### config.mk
export PLATFORM = sky130hd
export DESIGN_NAME = hz_gb_stream_decoder_top
export DESIGN_NICKNAME = d
export VERILOG_FILES = /design/src/rtl/hzgb_pkg.sv /design/src/rtl/hz_gb_stream_decoder_top.sv
export VERILOG_INCLUDE_DIRS = /design/src /design/src/rtl
export SDC_FILE = /design/constraint.sdc
export NUM_CORES = 1
export LEC_CHECK = 0
export ABC_AREA = 1
export BUFFER_PORTS_ARGS = -buffer_cell sky130_fd_sc_hd__buf_2
export CAP_MARGIN = 20
export CELL_PAD_IN_SITES_DETAIL_PLACEMENT = 1
export CELL_PAD_IN_SITES_GLOBAL_PLACEMENT = 1
export CORE_ASPECT_RATIO = 1.4
export CORE_MARGIN = 4
export CORE_UTILIZATION = 46
export CTS_CLUSTER_DIAMETER = 150
export DETAILED_ROUTE_END_ITERATION = 10
export MAX_ROUTING_LAYER = met4
export PLACE_DENSITY = 0.88
export SYNTH_ARGS = -nofsm -noshare
export SYNTH_HDL_FRONTEND = slang
export SYNTH_SLANG_ARGS = --single-unit
export TNS_END_PERCENT = 20
### constraint.sdc
create_clock -name clk -period 5.9 [get_ports clk]
set_clock_uncertainty 0.15 [all_clocks]
set_input_delay 0.59 -clock clk [delete_from_list [all_inputs] [get_ports clk]]
set_output_delay 0.59 -clock clk [all_outputs]
set_load 0.01 [all_outputs]
### src/rtl/hz_gb_stream_decoder_top_defines.svh
// Assertion macros shared by the HZ/GB stream decoder RTL.
`ifndef HZ_GB_STREAM_DECODER_TOP_DEFINES_SVH
`define HZ_GB_STREAM_DECODER_TOP_DEFINES_SVH

// Property that must hold in the same cycle whenever the antecedent is true.
`define HZGB_ASSERT_NOW(label, clk, rst, ante, cons, msg) \
  label: assert property (@(posedge clk) disable iff (rst) (ante) |-> (cons)) \
    else $error(msg);

// Property that must hold in the cycle after the antecedent is true.
`define HZGB_ASSERT_NEXT(label, clk, rst, ante, cons, msg) \
  label: assert property (@(posedge clk) disable iff (rst) (ante) |=> (cons)) \
    else $error(msg);

`endif

### src/rtl/hzgb_pkg.sv
// Constants shared by the HZ/GB stream decoder.
`default_nettype none

package hzgb_pkg;

  localparam logic [1:0] KIND_ASCII = 2'd0;
  localparam logic [1:0] KIND_GB    = 2'd1;
  localparam logic [1:0] KIND_NOMAP = 2'd2;

  localparam logic [7:0] ESC_BYTE     = 8'h7E;
  localparam logic [7:0] ESC_TO_GB    = 8'h7B;
  localparam logic [7:0] ESC_TO_ASCII = 8'h7D;
  localparam logic [7:0] ESC_NEWLINE  = 8'h0A;

  localparam logic [7:0] HIGH_BIT  = 8'h80;
  localparam logic [7:0] LEAD_MIN  = 8'h81;
  localparam logic [7:0] TRAIL_MIN = 8'h40;
  localparam logic [7:0] BYTE_MAX  = 8'hFE;

  typedef struct packed {
    logic [1:0]  kind;
    logic [15:0] value;
  } result_t;

endpackage

`default_nettype wire

### src/rtl/hz_gb_stream_decoder_top.sv
// HZ/GB byte stream decoder: one byte in, at most one character code out.
// Decode results are registered in the output register, or in the skid register behind it.
// Throughput: one input byte per cycle while in_stall is low, set by the single decode stage.
// A skid register takes a result while the output register is stalled, so input stalls only
// once both are full. Synchronous reset returns to ASCII mode with no held byte and no output.
`default_nettype none
`include "hz_gb_stream_decoder_top_defines.svh"

module hz_gb_stream_decoder_top (
  input  wire logic        clk,
  input  wire logic        rst,
  input  wire logic        in_valid,
  output logic             in_stall,
  input  wire logic [7:0]  in_byte,
  output logic             out_valid,
  input  wire logic        out_stall,
  output logic [1:0]       out_kind,
  output logic [15:0]      out_value
);

  logic       gb_mode;
  logic       gb_mode_next;
  logic       pending_valid;
  logic       pending_valid_next;
  logic [7:0] pending_byte;
  logic       run_nonempty;
  logic       run_nonempty_next;

  logic                 res_valid;
  hzgb_pkg::result_t    res;
  logic                 skid_valid;
  hzgb_pkg::result_t    skid;

  logic accept;
  logic out_free;
  logic gb_pair_ok;

  assign in_stall = skid_valid;
  assign accept   = in_valid && !in_stall;
  assign out_free = !out_valid || !out_stall;

  assign gb_pair_ok = (pending_byte >= hzgb_pkg::LEAD_MIN) && (pending_byte <= hzgb_pkg::BYTE_MAX)
                      && (in_byte >= hzgb_pkg::TRAIL_MIN) && (in_byte <= hzgb_pkg::BYTE_MAX);

  always_comb begin
    gb_mode_next       = gb_mode;
    pending_valid_next = pending_valid;
    run_nonempty_next  = run_nonempty;
    res_valid          = 1'b0;
    res.kind           = hzgb_pkg::KIND_NOMAP;
    res.value          = 16'd0;
    if (accept) begin
      if (!pending_valid) begin
        if (in_byte[7] || (in_byte == hzgb_pkg::ESC_BYTE) || gb_mode) begin
          pending_valid_next = 1'b1;
        end else begin
          res_valid = 1'b1;
          res.kind  = hzgb_pkg::KIND_ASCII;
          res.value = {8'd0, in_byte};
        end
      end else begin
        // The held byte is always released here.
        pending_valid_next = 1'b0;
        if (pending_byte[7]) begin
          res_valid = 1'b1;
          if (gb_pair_ok) begin
            res.kind  = hzgb_pkg::KIND_GB;
            res.value = {pending_byte, in_byte};
          end
        end else if (pending_byte == hzgb_pkg::ESC_BYTE) begin
          unique case (in_byte)
            hzgb_pkg::ESC_TO_GB: begin
              gb_mode_next      = 1'b1;
              run_nonempty_next = 1'b0;
            end
            hzgb_pkg::ESC_TO_ASCII: begin
              gb_mode_next      = 1'b0;
              // An empty GB run is flagged with a no-mapping marker.
              res_valid         = !run_nonempty;
              run_nonempty_next = 1'b0;
            end
            hzgb_pkg::ESC_BYTE: begin
              res_valid         = 1'b1;
              res.kind          = hzgb_pkg::KIND_ASCII;
              res.value         = {8'd0, hzgb_pkg::ESC_BYTE};
              run_nonempty_next = 1'b1;
            end
            hzgb_pkg::ESC_NEWLINE: begin
              res_valid = 1'b0;
            end
            default: begin
              res_valid = 1'b1;
            end
          endcase
        end else if (gb_mode) begin
          res_valid         = 1'b1;
          res.kind          = hzgb_pkg::KIND_GB;
          res.value         = {pending_byte | hzgb_pkg::HIGH_BIT, in_byte | hzgb_pkg::HIGH_BIT};
          run_nonempty_next = 1'b1;
        end else begin
          res_valid = 1'b1;
        end
      end
    end
  end

  always_ff @(posedge clk) begin
    if (rst) begin
      gb_mode       <= 1'b0;
      pending_valid <= 1'b0;
      run_nonempty  <= 1'b0;
    end else begin
      gb_mode       <= gb_mode_next;
      pending_valid <= pending_valid_next;
      run_nonempty  <= run_nonempty_next;
    end
  end

  always_ff @(posedge clk) begin
    if (accept && !pending_valid) begin
      pending_byte <= in_byte;
    end
  end

  // Output register with a skid register behind it.
  always_ff @(posedge clk) begin
    if (rst) begin
      out_valid  <= 1'b0;
      skid_valid <= 1'b0;
    end else if (out_free) begin
      if (skid_valid) begin
        out_valid  <= 1'b1;
        skid_valid <= 1'b0;
      end else begin
        out_valid <= res_valid;
      end
    end else if (res_valid) begin
      skid_valid <= 1'b1;
    end
  end

  always_ff @(posedge clk) begin
    if (out_free) begin
      if (skid_valid) begin
        out_kind  <= skid.kind;
        out_value <= skid.value;
      end else if (res_valid) begin
        out_kind  <= res.kind;
        out_value <= res.value;
      end
    end else if (res_valid) begin
      skid <= res;
    end
  end

  `HZGB_ASSERT_NOW(a_skid_behind_out, clk, rst, skid_valid, out_valid,
    "skid register holds a request while the output register is empty")
  `HZGB_ASSERT_NOW(a_nomap_zero, clk, rst, out_valid && (out_kind == hzgb_pkg::KIND_NOMAP),
    out_value == 16'd0, "no-mapping marker carries a nonzero value")
  `HZGB_ASSERT_NOW(a_ascii_narrow, clk, rst, out_valid && (out_kind == hzgb_pkg::KIND_ASCII),
    out_value[15:7] == 9'd0, "ASCII result is wider than seven bits")
  `HZGB_ASSERT_NEXT(a_lead_held, clk, rst,
    accept && !pending_valid && (in_byte[7] || (in_byte == hzgb_pkg::ESC_BYTE)),
    pending_valid, "lead or escape byte was not held")

endmodule

`default_nettype wire
==> results.env <==
H-TREE-DEPTH=2
FINAL_NET_COUNT=283
MIN_PERIOD_NS=2.63
YOSYS.AREA.TOP_TYPE='sky130_fd_sc_hd__edfxtp_1'
USE_MET1_PCT=20.0
CLOCK_TREE.BUFFER_DEPTH=2
CTS_ROOT_BUF='sky130_fd_sc_hd__clkbuf_8'
GRT_PASS1_VIAS=1845
HP-CLASS='reg2reg'
NETLIST_AREA_UM2=2200
TRITONCTS='built'
POST_SYNTH_MUX_AREA_SHARE_PCT=0
YOSYS-TOP-CELLS-COUNT='83 x sky130_fd_sc_hd__nand2_1, 42 x sky130_fd_sc_hd__edfxtp_1, 35 x sky130_fd_sc_hd__nor2_1, 21 x sky130_fd_sc_hd__inv_1, 14 x sky130_fd_sc_hd__nand3_1'
GRT_ANTENNA_BEFORE_REPAIR=0
CPPEAKSTAGEDELAY_NS=0.56
PWR-SHARE-COMB_PCT=10.6
TOTAL_NEG_SETUP_SLACK_NS=0
POSTSYNTHCELLCOUNT=235
WORSTREG2REGSTART='in_stall'
SYNTH.AVG_CELL_AREA_UM2=9.38
SYNTH_NETS=247
COREAREA_UM2=4570
CLK-INSERTION-DELAY-LATE_NS=0.30
FLOORPLAN.INITIALDENSITY_PCT=48.2
POWER.SWITCHING_FRACTION_PCT=25.2
SLEW_HEADROOM_PCT=49.4
PROPORTION_OF_SYNTHESIZED_FLIP_FLOPS_HAVING_ASYNCHRONOUS_SET_OR_RESET_PCT=0
GRT_FIRST_PASS_WIRELENGTH_UM=8490
P_SEQ_SHARE_PCT=59.9
GPL.FINAL_WEIGHTED_CONGESTION=0.859
DIE_Y_UM=89.9
FF2FF_SETUP_SLACK_NS=3.27
POST_CTS_RESIZED=0
ROUTE.DETAILED.VIAS_PER_INST=5.11
SYNTH-XOR-AREA-SHARE_PCT=0
FINAL_CELL_UTILIZATION_OF_THE_CORE_PCT=54.8
WORSTHOLDSTART='run_nonempty'
MAX-VDD-IR-DROP_uV=127
CRITICAL-PATH-SLOWEST-CELL='sky130_fd_sc_hd__nor2_1'
DIE_X_UM=66.5
MAX_CAP_CHECK_VIOLATION_COUNT=0
POWER-PER-CELL-AREA_nW_PER_UM2=260
SYNTH_SEQ_CELLS=47
R2R_CELLS=8
CTS_BUFS_INSERTED=5
CP_NUM_BUF_INV=2
DRC=0
WORSTPATHARRIVAL_NS=2.49
LARGEST_NET_DEGREE_AT_THE_START_OF_GLOBAL_ROUTING=19
GLOBAL_ROUTE.USAGE.MET3_PCT=2.87
DIE-AREA_UM2=5980
TIMING.FINAL.SETUP_VIOLATIONS=0
BUFFER_PORTS.INSERTED=31
GRT.MET2_USAGE_PCT=35.4
CLKTRANSATPATHREGS_NS=0.08
SYNTH-SIMPLE-AREA-SHARE_PCT=29.0
CRITICALPATHCATEGORY='reg2reg'
SYNTH.TOP_CELL.AREA_SHARE_PCT=57.2
FMAX_GHz=0.380
SYNTH-WARNING-COUNT=0
WORST_PATH_MOST_REPEATED_CELL='sky130_fd_sc_hd__nand2_1'
IOPINCOUNT=32
POST-SYNTH-TOP-COUNT-CELL='sky130_fd_sc_hd__nand2_1'
WORST-ENDPOINT-REQUIRED_NS=5.76
ELEMENT_TYPE_AT_THE_CRITICAL_PATH_END='flip-flop'
YOSYS.CELL_TYPES.COUNT=24
OUTCOME='finished clean'
SYNTH_COMPOUND_AREA_SHARE_PCT=3.46
FRACTION_OF_LAYOUT_CELLS_WITH_A_SIZE_SUFFIX_ABOVE_1_PCT=21.3
TIGHTEST_SLEW_NS=0.756
CTS_SINK_CNT=47
TIMING_HOLD_VIOLATIONS_FINAL=0
WIRE_PER_INST_UM=15.2
GLOBALROUTETOTALUTIL_PCT=19.2
GLOBAL_ROUTE.PEAK_USAGE_LAYER='met2'
SYNTH-ADDER-AREA-SHARE_PCT=0
CRIT_PATH_MAX_FANOUT=18
YS.FLOP_TYPE='sky130_fd_sc_hd__edfxtp_1'
CLOCKPOWERSHARE_PCT=29.5
DRTITER0DRC=64
CPLARGESTDELAYFAMILY='simple AND/OR/NAND/NOR gates'
FINAL_MIN_PERIOD_OVER_CLOCK_PERIOD_PCT=44.6
UNREPAIRED_SETUP_ENDPOINTS_AFTER_GLOBAL_ROUTING='no'
DPL_HPWL_UM=4090
CP_NUM_CELLS=8
YS_TOP_CELLS_BY_AREA='sky130_fd_sc_hd__edfxtp_1 57%, sky130_fd_sc_hd__nand2_1 14%, sky130_fd_sc_hd__nor2_1 6.0%, sky130_fd_sc_hd__dfxtp_1 4.5%, sky130_fd_sc_hd__inv_1 3.6%'
YOSYSSEQAREASHARE_PCT=61.8
FP-ROW-COUNT=29
VIA_COUNT=1707
SYNTH_TOP_FAMILY_BY_AREA='simple AND/OR/NAND/NOR gates'
P_SW_mW=0.164
AREAGROWTHSYNTHTOFINISH_PCT=13.7
CRIT_PATH_START_KIND='flip-flop'
CELL_INTERNAL_PWR_mW=0.486
DRT_PRE_ANTENNA_ITERS=4
INSERTEDDIODECOUNT=0
TIMING.CRITICAL_PATH.CELLS='inv_2 > nand2_4 > nor3_1 > nand2_1 > nand2_1 > nand2_1 > nor2_1 > buf_4'
ROUTE.ANTENNA.REMAINING_NETS=0
TIMING.HOLD.WORST_PATH_DEPTH=2
DRT_TOTAL_WL_UM=5080
POST_CTS_BUFFERS=0
POWER_LEAKAGE_nW=1.16
GR-TOTAL-OVERFLOW=0
REPORT.FINAL.SLEW_VIOL_COUNT=0
SETUP.WORST_PATH.START='in_stall'
CTS_HOLD_BUFFERS=0
SYNTH-EDFF-COUNT=42
==> cells by family (layout without fill, tap and decap cells) <==
family	Yosys count	in the layout
flops	47	47
buf+inv	29	66
compound gates	11	11
simple gates	148	148
==> tightest hold or removal path: stages, from the launching register on <==
cell and delay (ns):
sky130_fd_sc_hd__dfxtp_1 0.33, sky130_fd_sc_hd__nand2_1 0.06, sky130_fd_sc_hd__a21oi_1 0.05
==> power by group through the flow <==
stage	Sequential, mW	Clock (mW)	Combinational [mW]
after floorplan	0.401	0	0.0348
after global placement	0.396	0	0.0666
after detailed placement	0.397	0	0.0702
after CTS	0.390	0.195	0.0704
after global routing	0.391	0.213	0.0774
final	0.389	0.192	0.0688
==> layout make-up <==
class | count | area (um^2)
Clock buffer | 5 | 68.8
Timing Repair Buffer | 33 | 170
Sequential cell | 47 | 1360
Clock inverter | 3 | 18.8
Multi-Input combinational cell | 159 | 714
Tap cell | 62 | 77.6
Inverter | 25 | 93.8
Fill cell | 574 | 2070
==> per-stage QoR <==
stage / setup WS (ns) / power (mW) / instances / hold WS, ns / instance area (um^2)
global placement: 3.26 / 0.463 / 326 / 0.317 / 2420
CTS: 3.24 / 0.655 / 334 / 0.328 / 2500
detailed placement: 3.18 / 0.467 / 326 / 0.318 / 2420
global route: 3.01 / 0.681 / 334 / 0.333 / 2500
floorplan: 3.40 / 0.436 / 235 / 0.283 / 2200
finish: 3.27 / 0.650 / 334 / 0.328 / 2500
==> path summary, 6_finish.rpt <==
path / endpoint
worst min register to register: run_nonempty
worst max register to register: skid[17]
worst max-delay path: skid[17]
worst min-delay path: run_nonempty
==> cell usage in the layout, fill, tap and decap left out, drive strengths merged <==
cell type  Yosys  final
buf            3     33
nor2          36     36
nand3         15     15
clkinv         0      2
nand3b         2      2
a21oi          3      3
nand2         90     90
a211oi         1      1
o21ai          7      7
nor3           2      2
nand4          3      3
edfxtp        42     42
clkbuf         1      5
inv           25     26
dfxtp          5      5
==> state kept, by name, indices dropped and copies added, names as in the netlist <==
signal	flops
out_valid	1
skid	17
out_value	15
pending_valid	1
in_stall	1
run_nonempty	1
out_kind	2
pending_byte	8
gb_mode	1
==> metal layers <==
metal	vias up	share of wire [%]
met4	0	2.4
met1	828	37
met3	8	3.1
li1	832	-
met2	39	57
met5	-	0
Power figures use the tool's default switching activity.
